<file path="src/rtl/klx_pkg.sv">
// Package for the keyword lexer stream: token kinds, pending classes, the token record
// and the character classification and keyword lookup functions.
// Used by keyword_lexer_stream and klx_checker; it depends on nothing else.
package klx_pkg;

    localparam int MAX_TOKENS_DEF = 1024;
    localparam int POS_BITS_DEF   = 16;
    localparam int OUT_POS_W      = 16;
    localparam int WORD_DEPTH     = 6;

    typedef enum logic [3:0] {
        KIND_END      = 4'd0,
        KIND_NUMBER   = 4'd1,
        KIND_IDENT    = 4'd2,
        KIND_DECLVAR  = 4'd3,
        KIND_DECLFN   = 4'd4,
        KIND_RETURN   = 4'd5,
        KIND_IF       = 4'd6,
        KIND_ELSE     = 4'd7,
        KIND_FOR      = 4'd8,
        KIND_WHILE    = 4'd9,
        KIND_OP       = 4'd10,
        KIND_COMPOUND = 4'd11,
        KIND_ARROW    = 4'd12,
        KIND_SEMI     = 4'd13,
        KIND_OTHER    = 4'd14
    } kind_t;

    typedef enum logic [1:0] {
        CLS_NONE   = 2'd0,
        CLS_NUMBER = 2'd1,
        CLS_WORD   = 2'd2,
        CLS_CHAR   = 2'd3
    } cls_t;

    typedef logic [WORD_DEPTH-1:0][7:0] word_t;

    typedef struct packed {
        kind_t                kind;
        logic [OUT_POS_W-1:0] start_pos;
        logic [OUT_POS_W-1:0] end_pos;
        logic [7:0]           lead_char;
        logic                 last;
    } token_t;

    // Keywords are stored with their first character in the lowest byte and zero padding.
    localparam word_t KW_CONST  = {8'h00, "tsnoc"};
    localparam word_t KW_LET    = {24'h0, "tel"};
    localparam word_t KW_FN     = {32'h0, "nf"};
    localparam word_t KW_RETURN = "nruter";
    localparam word_t KW_IF     = {32'h0, "fi"};
    localparam word_t KW_ELSE   = {16'h0, "esle"};
    localparam word_t KW_FOR    = {24'h0, "rof"};
    localparam word_t KW_WHILE  = {8'h00, "elihw"};

    function automatic logic is_digit(input logic [7:0] c);
        return (c >= "0") && (c <= "9");
    endfunction

    function automatic logic is_alpha(input logic [7:0] c);
        return ((c >= "a") && (c <= "z")) || ((c >= "A") && (c <= "Z"));
    endfunction

    function automatic logic is_op(input logic [7:0] c);
        return (c == "+") || (c == "-") || (c == "*") || (c == "/") || (c == "=");
    endfunction

    function automatic logic is_space(input logic [7:0] c);
        return (c == 8'd32) || (c == 8'd9) || (c == 8'd10) || (c == 8'd13);
    endfunction

    function automatic kind_t char_kind(input logic [7:0] c);
        kind_t k;
        if (is_op(c)) begin
            k = KIND_OP;
        end else if (c == ";") begin
            k = KIND_SEMI;
        end else begin
            k = KIND_OTHER;
        end
        return k;
    endfunction

    // Characters past the word length are zero, so a full compare plus a length check suffices.
    function automatic kind_t word_kind(input word_t chars, input logic [2:0] len);
        kind_t k;
        k = KIND_IDENT;
        if (len == 3'd5 && chars == KW_CONST) begin
            k = KIND_DECLVAR;
        end else if (len == 3'd3 && chars == KW_LET) begin
            k = KIND_DECLVAR;
        end else if (len == 3'd2 && chars == KW_FN) begin
            k = KIND_DECLFN;
        end else if (len == 3'd6 && chars == KW_RETURN) begin
            k = KIND_RETURN;
        end else if (len == 3'd2 && chars == KW_IF) begin
            k = KIND_IF;
        end else if (len == 3'd4 && chars == KW_ELSE) begin
            k = KIND_ELSE;
        end else if (len == 3'd3 && chars == KW_FOR) begin
            k = KIND_FOR;
        end else if (len == 3'd5 && chars == KW_WHILE) begin
            k = KIND_WHILE;
        end
        return k;
    endfunction

endpackage

</file>
<file path="src/rtl/keyword_lexer_stream.sv">
// Keyword lexer stream top level: byte classification, pending token state and a
// four-entry token queue toward the result channel.
// Depends on klx_pkg for token kinds, the token record and the character functions.
//
// Usage: text bytes enter on s_valid/s_ready/s_text_byte, one byte per transaction, a zero
// byte ending the text. Tokens leave on m_valid/m_ready with kind, start and end offsets,
// the lead character and a flag marking the end token that closes a text.
// Throughput is one byte per cycle while s_ready is high. Each byte updates the lexer state in
// the cycle it is accepted and pushes zero, one or two tokens into the queue; a token is
// presented once the tokens queued ahead of it have been taken. A token is completed by the
// byte after it, so a word or number enters the queue when its delimiter is accepted.
// s_ready is high while the queue has room for two tokens. When the receiver stalls the
// queue fills and s_ready drops; it rises again as soon as two slots are free, so a
// stall of any length loses nothing and bytes flow at one per cycle once tokens are taken.
// A synchronous active-low reset empties the queue and returns the lexer to the start of a
// text at offset zero.
module keyword_lexer_stream #(
    parameter int MAX_TOKENS = klx_pkg::MAX_TOKENS_DEF,
    parameter int POS_BITS   = klx_pkg::POS_BITS_DEF
) (
    input  logic                         aclk,
    input  logic                         aresetn,
    input  logic                         s_valid,
    output logic                         s_ready,
    input  logic [7:0]                   s_text_byte,
    output logic                         m_valid,
    input  logic                         m_ready,
    output logic [3:0]                   m_token_kind,
    output logic [klx_pkg::OUT_POS_W-1:0] m_start_pos,
    output logic [klx_pkg::OUT_POS_W-1:0] m_end_pos,
    output logic [7:0]                   m_lead_char,
    output logic                         m_last_of_text
);
    import klx_pkg::*;

    localparam int CNT_W = $clog2(MAX_TOKENS);
    localparam int EXT_W = POS_BITS + OUT_POS_W;
    localparam logic [CNT_W:0] CAP_COUNT = (CNT_W + 1)'(MAX_TOKENS - 1);
    localparam logic [POS_BITS-1:0] POS_MAX = '1;
    localparam int Q_DEPTH = 4;
    localparam int QP_W = $clog2(Q_DEPTH);

    logic [POS_BITS-1:0] position_reg, position_next;
    cls_t                pcls_reg, pcls_next;
    logic [POS_BITS-1:0] pstart_reg, pstart_next;
    word_t               chars_reg, chars_next;
    logic [2:0]          wlen_reg, wlen_next;
    logic [7:0]          pop_reg, pop_next;
    logic [CNT_W-1:0]    count_reg, count_next;
    logic                capped_reg, capped_next;

    token_t              queue_reg [Q_DEPTH];
    logic [QP_W-1:0]     wr_ptr_reg, rd_ptr_reg;
    logic [QP_W:0]       fill_reg, fill_next;

    logic                accept, pop_out;
    logic [7:0]          b;
    logic [POS_BITS-1:0] inc_p, inc_ps;
    logic                fl_valid, absorbed, restart, adv, cap_hit;
    kind_t               fl_kind;
    logic [POS_BITS-1:0] fl_e;
    logic [7:0]          fl_lead;
    logic [CNT_W:0]      cnt_inc;
    token_t              tok [2];
    logic [1:0]          n_tok;

    function automatic logic [OUT_POS_W-1:0] to_out(input logic [POS_BITS-1:0] v);
        logic [EXT_W-1:0] e;
        e = EXT_W'(v);
        return e[OUT_POS_W-1:0];
    endfunction

    assign b       = s_text_byte;
    assign s_ready = (fill_reg <= (QP_W + 1)'(Q_DEPTH - 2));
    assign accept  = s_valid && s_ready;
    assign m_valid = (fill_reg != '0);
    assign pop_out = m_valid && m_ready;
    assign inc_p   = (position_reg == POS_MAX) ? position_reg : position_reg + 1'b1;
    assign inc_ps  = (pstart_reg == POS_MAX) ? pstart_reg : pstart_reg + 1'b1;
    assign cnt_inc = {1'b0, count_reg} + 1'b1;

    always_comb begin
        position_next = position_reg;
        pcls_next     = pcls_reg;
        pstart_next   = pstart_reg;
        chars_next    = chars_reg;
        wlen_next     = wlen_reg;
        pop_next      = pop_reg;
        count_next    = count_reg;
        capped_next   = capped_reg;
        tok[0]        = '0;
        tok[1]        = '0;
        n_tok         = 2'd0;
        fl_valid      = 1'b0;
        fl_kind       = KIND_END;
        fl_e          = position_reg;
        fl_lead       = 8'd0;
        absorbed      = 1'b0;
        restart       = 1'b0;
        adv           = 1'b0;
        cap_hit       = 1'b0;
        if (capped_reg) begin
            restart = (b == 8'd0);
        end else begin
            unique case (pcls_reg)
                CLS_CHAR: begin
                    fl_valid = 1'b1;
                    fl_lead  = pop_reg;
                    if (is_op(pop_reg) && b == "=") begin
                        fl_kind  = KIND_COMPOUND;
                        fl_e     = inc_p;
                        absorbed = 1'b1;
                        adv      = 1'b1;
                    end else if (pop_reg == "=" && b == ">") begin
                        fl_kind  = KIND_ARROW;
                        fl_e     = inc_p;
                        absorbed = 1'b1;
                        adv      = 1'b1;
                    end else begin
                        fl_kind = char_kind(pop_reg);
                        fl_e    = inc_ps;
                    end
                end
                CLS_NUMBER: begin
                    if (is_digit(b)) begin
                        absorbed = 1'b1;
                        adv      = 1'b1;
                    end else begin
                        fl_valid = 1'b1;
                        fl_kind  = KIND_NUMBER;
                    end
                end
                CLS_WORD: begin
                    if (is_alpha(b) || is_digit(b) || b == "_") begin
                        absorbed = 1'b1;
                        adv      = 1'b1;
                        if (wlen_reg < 3'd6) begin
                            chars_next[wlen_reg] = b;
                        end
                        if (wlen_reg < 3'd7) begin
                            wlen_next = wlen_reg + 3'd1;
                        end
                    end else begin
                        fl_valid = 1'b1;
                        fl_kind  = word_kind(chars_reg, wlen_reg);
                    end
                end
                default: begin
                end
            endcase

            if (fl_valid) begin
                tok[0]     = '{fl_kind, to_out(pstart_reg), to_out(fl_e), fl_lead, 1'b0};
                n_tok      = 2'd1;
                count_next = cnt_inc[CNT_W-1:0];
                pcls_next  = CLS_NONE;
                cap_hit    = (cnt_inc >= CAP_COUNT);
            end

            if (cap_hit) begin
                tok[1]      = '{KIND_END, to_out(fl_e), to_out(fl_e), 8'd0, 1'b1};
                n_tok       = 2'd2;
                capped_next = 1'b1;
            end else if (!absorbed) begin
                if (b == 8'd0) begin
                    tok[n_tok[0]] = '{KIND_END, to_out(position_reg), to_out(position_reg),
                                      8'd0, 1'b1};
                    n_tok         = n_tok + 2'd1;
                    restart       = 1'b1;
                end else if (is_space(b)) begin
                    adv = 1'b1;
                end else begin
                    pstart_next = position_reg;
                    adv         = 1'b1;
                    if (is_digit(b)) begin
                        pcls_next = CLS_NUMBER;
                    end else if (is_alpha(b)) begin
                        pcls_next     = CLS_WORD;
                        chars_next    = '0;
                        chars_next[0] = b;
                        wlen_next     = 3'd1;
                    end else begin
                        pcls_next = CLS_CHAR;
                        pop_next  = b;
                    end
                end
            end
        end

        if (adv) begin
            position_next = inc_p;
        end
        if (restart) begin
            position_next = '0;
            pcls_next     = CLS_NONE;
            pstart_next   = '0;
            chars_next    = '0;
            wlen_next     = 3'd0;
            pop_next      = 8'd0;
            count_next    = '0;
            capped_next   = 1'b0;
        end
    end

    always_comb begin
        fill_next = fill_reg + (accept ? (QP_W + 1)'(n_tok) : '0) - (QP_W + 1)'(pop_out);
    end

    always_ff @(posedge aclk) begin
        if (!aresetn) begin
            position_reg <= '0;
            pcls_reg     <= CLS_NONE;
            pstart_reg   <= '0;
            chars_reg    <= '0;
            wlen_reg     <= 3'd0;
            pop_reg      <= 8'd0;
            count_reg    <= '0;
            capped_reg   <= 1'b0;
            wr_ptr_reg   <= '0;
            rd_ptr_reg   <= '0;
            fill_reg     <= '0;
        end else begin
            if (accept) begin
                position_reg <= position_next;
                pcls_reg     <= pcls_next;
                pstart_reg   <= pstart_next;
                chars_reg    <= chars_next;
                wlen_reg     <= wlen_next;
                pop_reg      <= pop_next;
                count_reg    <= count_next;
                capped_reg   <= capped_next;
                wr_ptr_reg   <= wr_ptr_reg + QP_W'(n_tok);
            end
            if (pop_out) begin
                rd_ptr_reg <= rd_ptr_reg + 1'b1;
            end
            fill_reg <= fill_next;
        end
    end

    always_ff @(posedge aclk) begin
        if (accept && n_tok != 2'd0) begin
            queue_reg[wr_ptr_reg] <= tok[0];
        end
        if (accept && n_tok == 2'd2) begin
            queue_reg[wr_ptr_reg + 1'b1] <= tok[1];
        end
    end

    assign m_token_kind   = queue_reg[rd_ptr_reg].kind;
    assign m_start_pos    = queue_reg[rd_ptr_reg].start_pos;
    assign m_end_pos      = queue_reg[rd_ptr_reg].end_pos;
    assign m_lead_char    = queue_reg[rd_ptr_reg].lead_char;
    assign m_last_of_text = queue_reg[rd_ptr_reg].last;

endmodule

</file>
<file path="config.mk">
export PLATFORM = sky130hd
export DESIGN_NAME = keyword_lexer_stream
export DESIGN_NICKNAME = d
export VERILOG_FILES = /design/src/rtl/klx_pkg.sv /design/src/rtl/keyword_lexer_stream.sv
export SDC_FILE = /design/constraint.sdc
export NUM_CORES = 1
export LEC_CHECK = 0
export ABC_AREA = 0
export BUFFER_PORTS_ARGS = -buffer_cell sky130_fd_sc_hd__buf_2
export CORE_AREA = 3 3 183 150
export CTS_CLUSTER_SIZE = 14
export DETAILED_ROUTE_END_ITERATION = 10
export DIE_AREA = 0 0 186 153
export GPL_ROUTABILITY_DRIVEN = 0
export PLACE_DENSITY = 0.77
export SYNTH_ARGS = -nofsm -noshare
export SYNTH_HDL_FRONTEND = slang
export SYNTH_SLANG_ARGS = --single-unit
</file>
<file path="constraint.sdc">
create_clock -name aclk -period 10 [get_ports aclk]
set_input_delay 1.5 -clock aclk [delete_from_list [all_inputs] [get_ports aclk]]
set_output_delay 1.5 -clock aclk [all_outputs]
set_load 0.005 [all_outputs]
</file>
==> results_dict.tcl <==
set metrics [dict create \
    hold-path-cell-count 1 \
    grt_pass1_vias 11557 \
    grt_pass1_wl_um 65800 \
    whs_ps 465 \
    fin_skew_ps 12.4 \
    antennaDiodeCount 0 \
    syn_to_final_growth_pct 9.22 \
    ff2ff_setup_slack_ps 5020 \
    h-tree-depth 1 \
    yosys_register_bits 293 \
    synth_area_leaders "edfxtp_1 35%, dfxtp_1 15%, mux4_2 6.6%" \
    path_class "input port to flip-flop" \
    ys_async_sr_fraction_pct 0 \
    endpoint_kind "flip-flop" \
    clkTransAtPathRegs_ps 60 \
    coreArea_mm2 0.0259 \
    vias 12472 \
    synth_nets 1450 \
    post-place-ws_ps 3950 \
    r2r-end "queue_reg[0][6]" \
    setup_ws_ps 4410 \
    yosys_warnings 0 \
    cts-resized-gates 0 \
    worstPathArrival_ps 5840 \
    num-nets-final 1455 \
    rows 53 \
    setup_viol 0 \
    yosysTopAreaCell "edfxtp_1" \
    holdCritPathClass "flip-flop to flip-flop" \
    clk_latency_ps 570 \
    post-place-cells 1725 \
    layout.cells.non_filler 1781 \
    root_buffer "clkbuf_16" \
    synth_area_mm2 0.0153 \
    status "finished clean" \
    powerDensity_mw_per_mm2 189 \
    required_ps 10250 \
    min_period_ps 5590 \
    synth_cells 1422 \
    multiInputGateArea_mm2 0.00722 \
    avgSynthCellArea_um2 10.8 \
    clock_sinks 293 \
    antenna_found_initial 0 \
    io_buffers 58 \
    max-cap-violations 0 \
    largest_register_ffs 180 \
    cts_buffer_depth 3 \
    post-route-period-util_pct 55.9 \
    r2r-start "count_reg[0]" \
    postCtsSetupBuffers 0 \
    worstMarginPinSlew_ps 1250 \
    die_h_um 153 \
    yosys-top-cells-count "180 x edfxtp_1, 132 x nor2_1, 113 x dfxtp_1, 99 x a21oi_1, 87 x nand2_1" \
    holdCritStartpoint "chars_reg[15]" \
    cp-start-kind "input port" \
    via_per_inst 7.00 \
    cts_buffers 30 \
    synth_top_area_share_pct 35.2 \
    vdd_drop_max_uv 135 \
    reg2regPathDepth 12 \
    drt_wl_total_um 42300 \
    regArea_mm2 0.00767 \
    max_freq_mhz 179 \
    pin_count 59 \
    grt_usage_pct 29.1 \
    wl_per_cell_um 23.7 \
    die_w_um 186 \
    place_hpwl_um 28400 \
    yosys_most_used_dff "edfxtp_1" \
    grt_max_degree 46 \
    fill_cells 2003 \
    power_mw 3.17 \
    drv_slew 0 \
    cts_tree "yes" \
    tns_ps 0 \
    rsz0062_at_grt "no" \
    drt_iter0_drc 1773 \
    drive_gt1_share_pct 15.3 \
    initial_core_util_pct 59.3 \
    cts_hold_buf 0 \
    p_leak_nw 6.00 \
    route.detailed.drc 0 \
    grt_overflow 0 \
    dieArea_mm2 0.0285 \
    hold_violations 0 \
    synth_most_common_cell "edfxtp_1" \
    maxSlewHeadroom_pct 16.5 \
    first_pass_iters 7 \
    crit_fanout 45 \
    synth_edf_count 180 \
    holdPathEnd "chars_reg[15]" \
    ant_nets 0 \
    synth_cell_types 86 \
    ys_seq_area_share_pct 50.0 \
]
[cell usage in the layout, fill, tap and decap left out, types with 7 or more instances in the layout]
cell type	synthesis	layout
clkinv_1	3	8
mux2_2	25	25
dfxtp_1	113	111
and3_1	13	13
o21a_1	8	8
ha_1	15	15
buf_4	1	18
nor4bb_1	8	8
nor4_1	26	26
o21ai_1	11	10
or3_1	14	14
a32o_1	11	11
nor2b_1	8	8
a32oi_1	9	9
mux2i_1	27	27
clkbuf_16	0	31
xnor2_1	9	9
a22o_1	64	64
buf_2	18	58
o21ai_0	67	66
a22oi_1	16	16
mux4_2	45	45
nor2_1	132	131
inv_1	16	16
nand2_1	87	87
nand2b_1	10	10
and2_1	14	14
a21oi_1	99	99
mux2_1	17	17
nand4_1	34	34
nor3_1	65	62
a31oi_1	12	12
clkinv_2	0	7
edfxtp_1	180	180
nand3_1	48	48
[critical path: stages]
cell       delay [ps]
buf_2             280
nand4bb_1         310
a2111oi_2         640
o21a_1            630
o221a_2           310
o21ai_1            90
a21oi_2           170
buf_4             390
or2_1             630
buf_4             410
o21ai_4            90
buf_4             350
[metrics by stage]
| stage | util [%] | cell area, um2 |
|---|---|---|
| after global routing | 64.8 | 16800 |
| final | 64.8 | 16800 |
| after CTS | 64.8 | 16800 |
| after global placement | 61.1 | 15800 |
| after detailed placement | 61.1 | 15800 |
| after floorplan | - | 15300 |
[cells by family (layout without fill, tap and decap cells)]
group / count (synthesis) / in the layout / share of synthesized area, %
multiplexers: 114 / 114 / 11.4
adder cells (fa/ha/maj): 16 / 16 / 1.35
AO/OA/AOI/OAI: 364 / 364 / 16.3
flip-flops: 293 / 293 / 50.0
XOR/XNOR: 12 / 12 / 0.685
AND/OR/NAND/NOR: 501 / 501 / 16.9
buffers and inverters: 122 / 151 / 3.30
[metal layers]
layer	part of all wire, %	vias to the layer above	track usage, %
met5	0	-	0
met4	2.5	0	7.13
met2	43	836	42.0
met3	13	110	7.68
met1	42	5974	43.9
li1	-	5552	-
[power breakdown]
group          switching [mW]  leakage (nW)  internal [mW]
combinational           0.350          2.77          0.283
clock                   0.482         0.473          0.610
sequential             0.0866          2.75           1.35
total                   0.919          6.00           2.25
[layout make-up]
cell class	instances	area share [%]
sequential	293	45.8
multi-input combinational	1007	43.1
clock inverter	17	0.814
tap	330	2.46
timing repair buffer	76	2.54
clock buffer	39	4.93
inverter	19	0.426
[worst max path at each step]
stage	start	endpoint	cells past startpoint
2_1_floorplan	s_text_byte[3]	queue_reg[1][0]	12
4_1_cts	s_text_byte[4]	queue_reg[0][32]	12
5_1_grt	s_text_byte[4]	queue_reg[0][6]	12
6_report	s_text_byte[4]	queue_reg[0][6]	12
3_3_place_gp	s_text_byte[2]	queue_reg[0][7]	13
3_5_place_dp	s_text_byte[4]	queue_reg[0][7]	12
(Power assumes the default switching activity.)
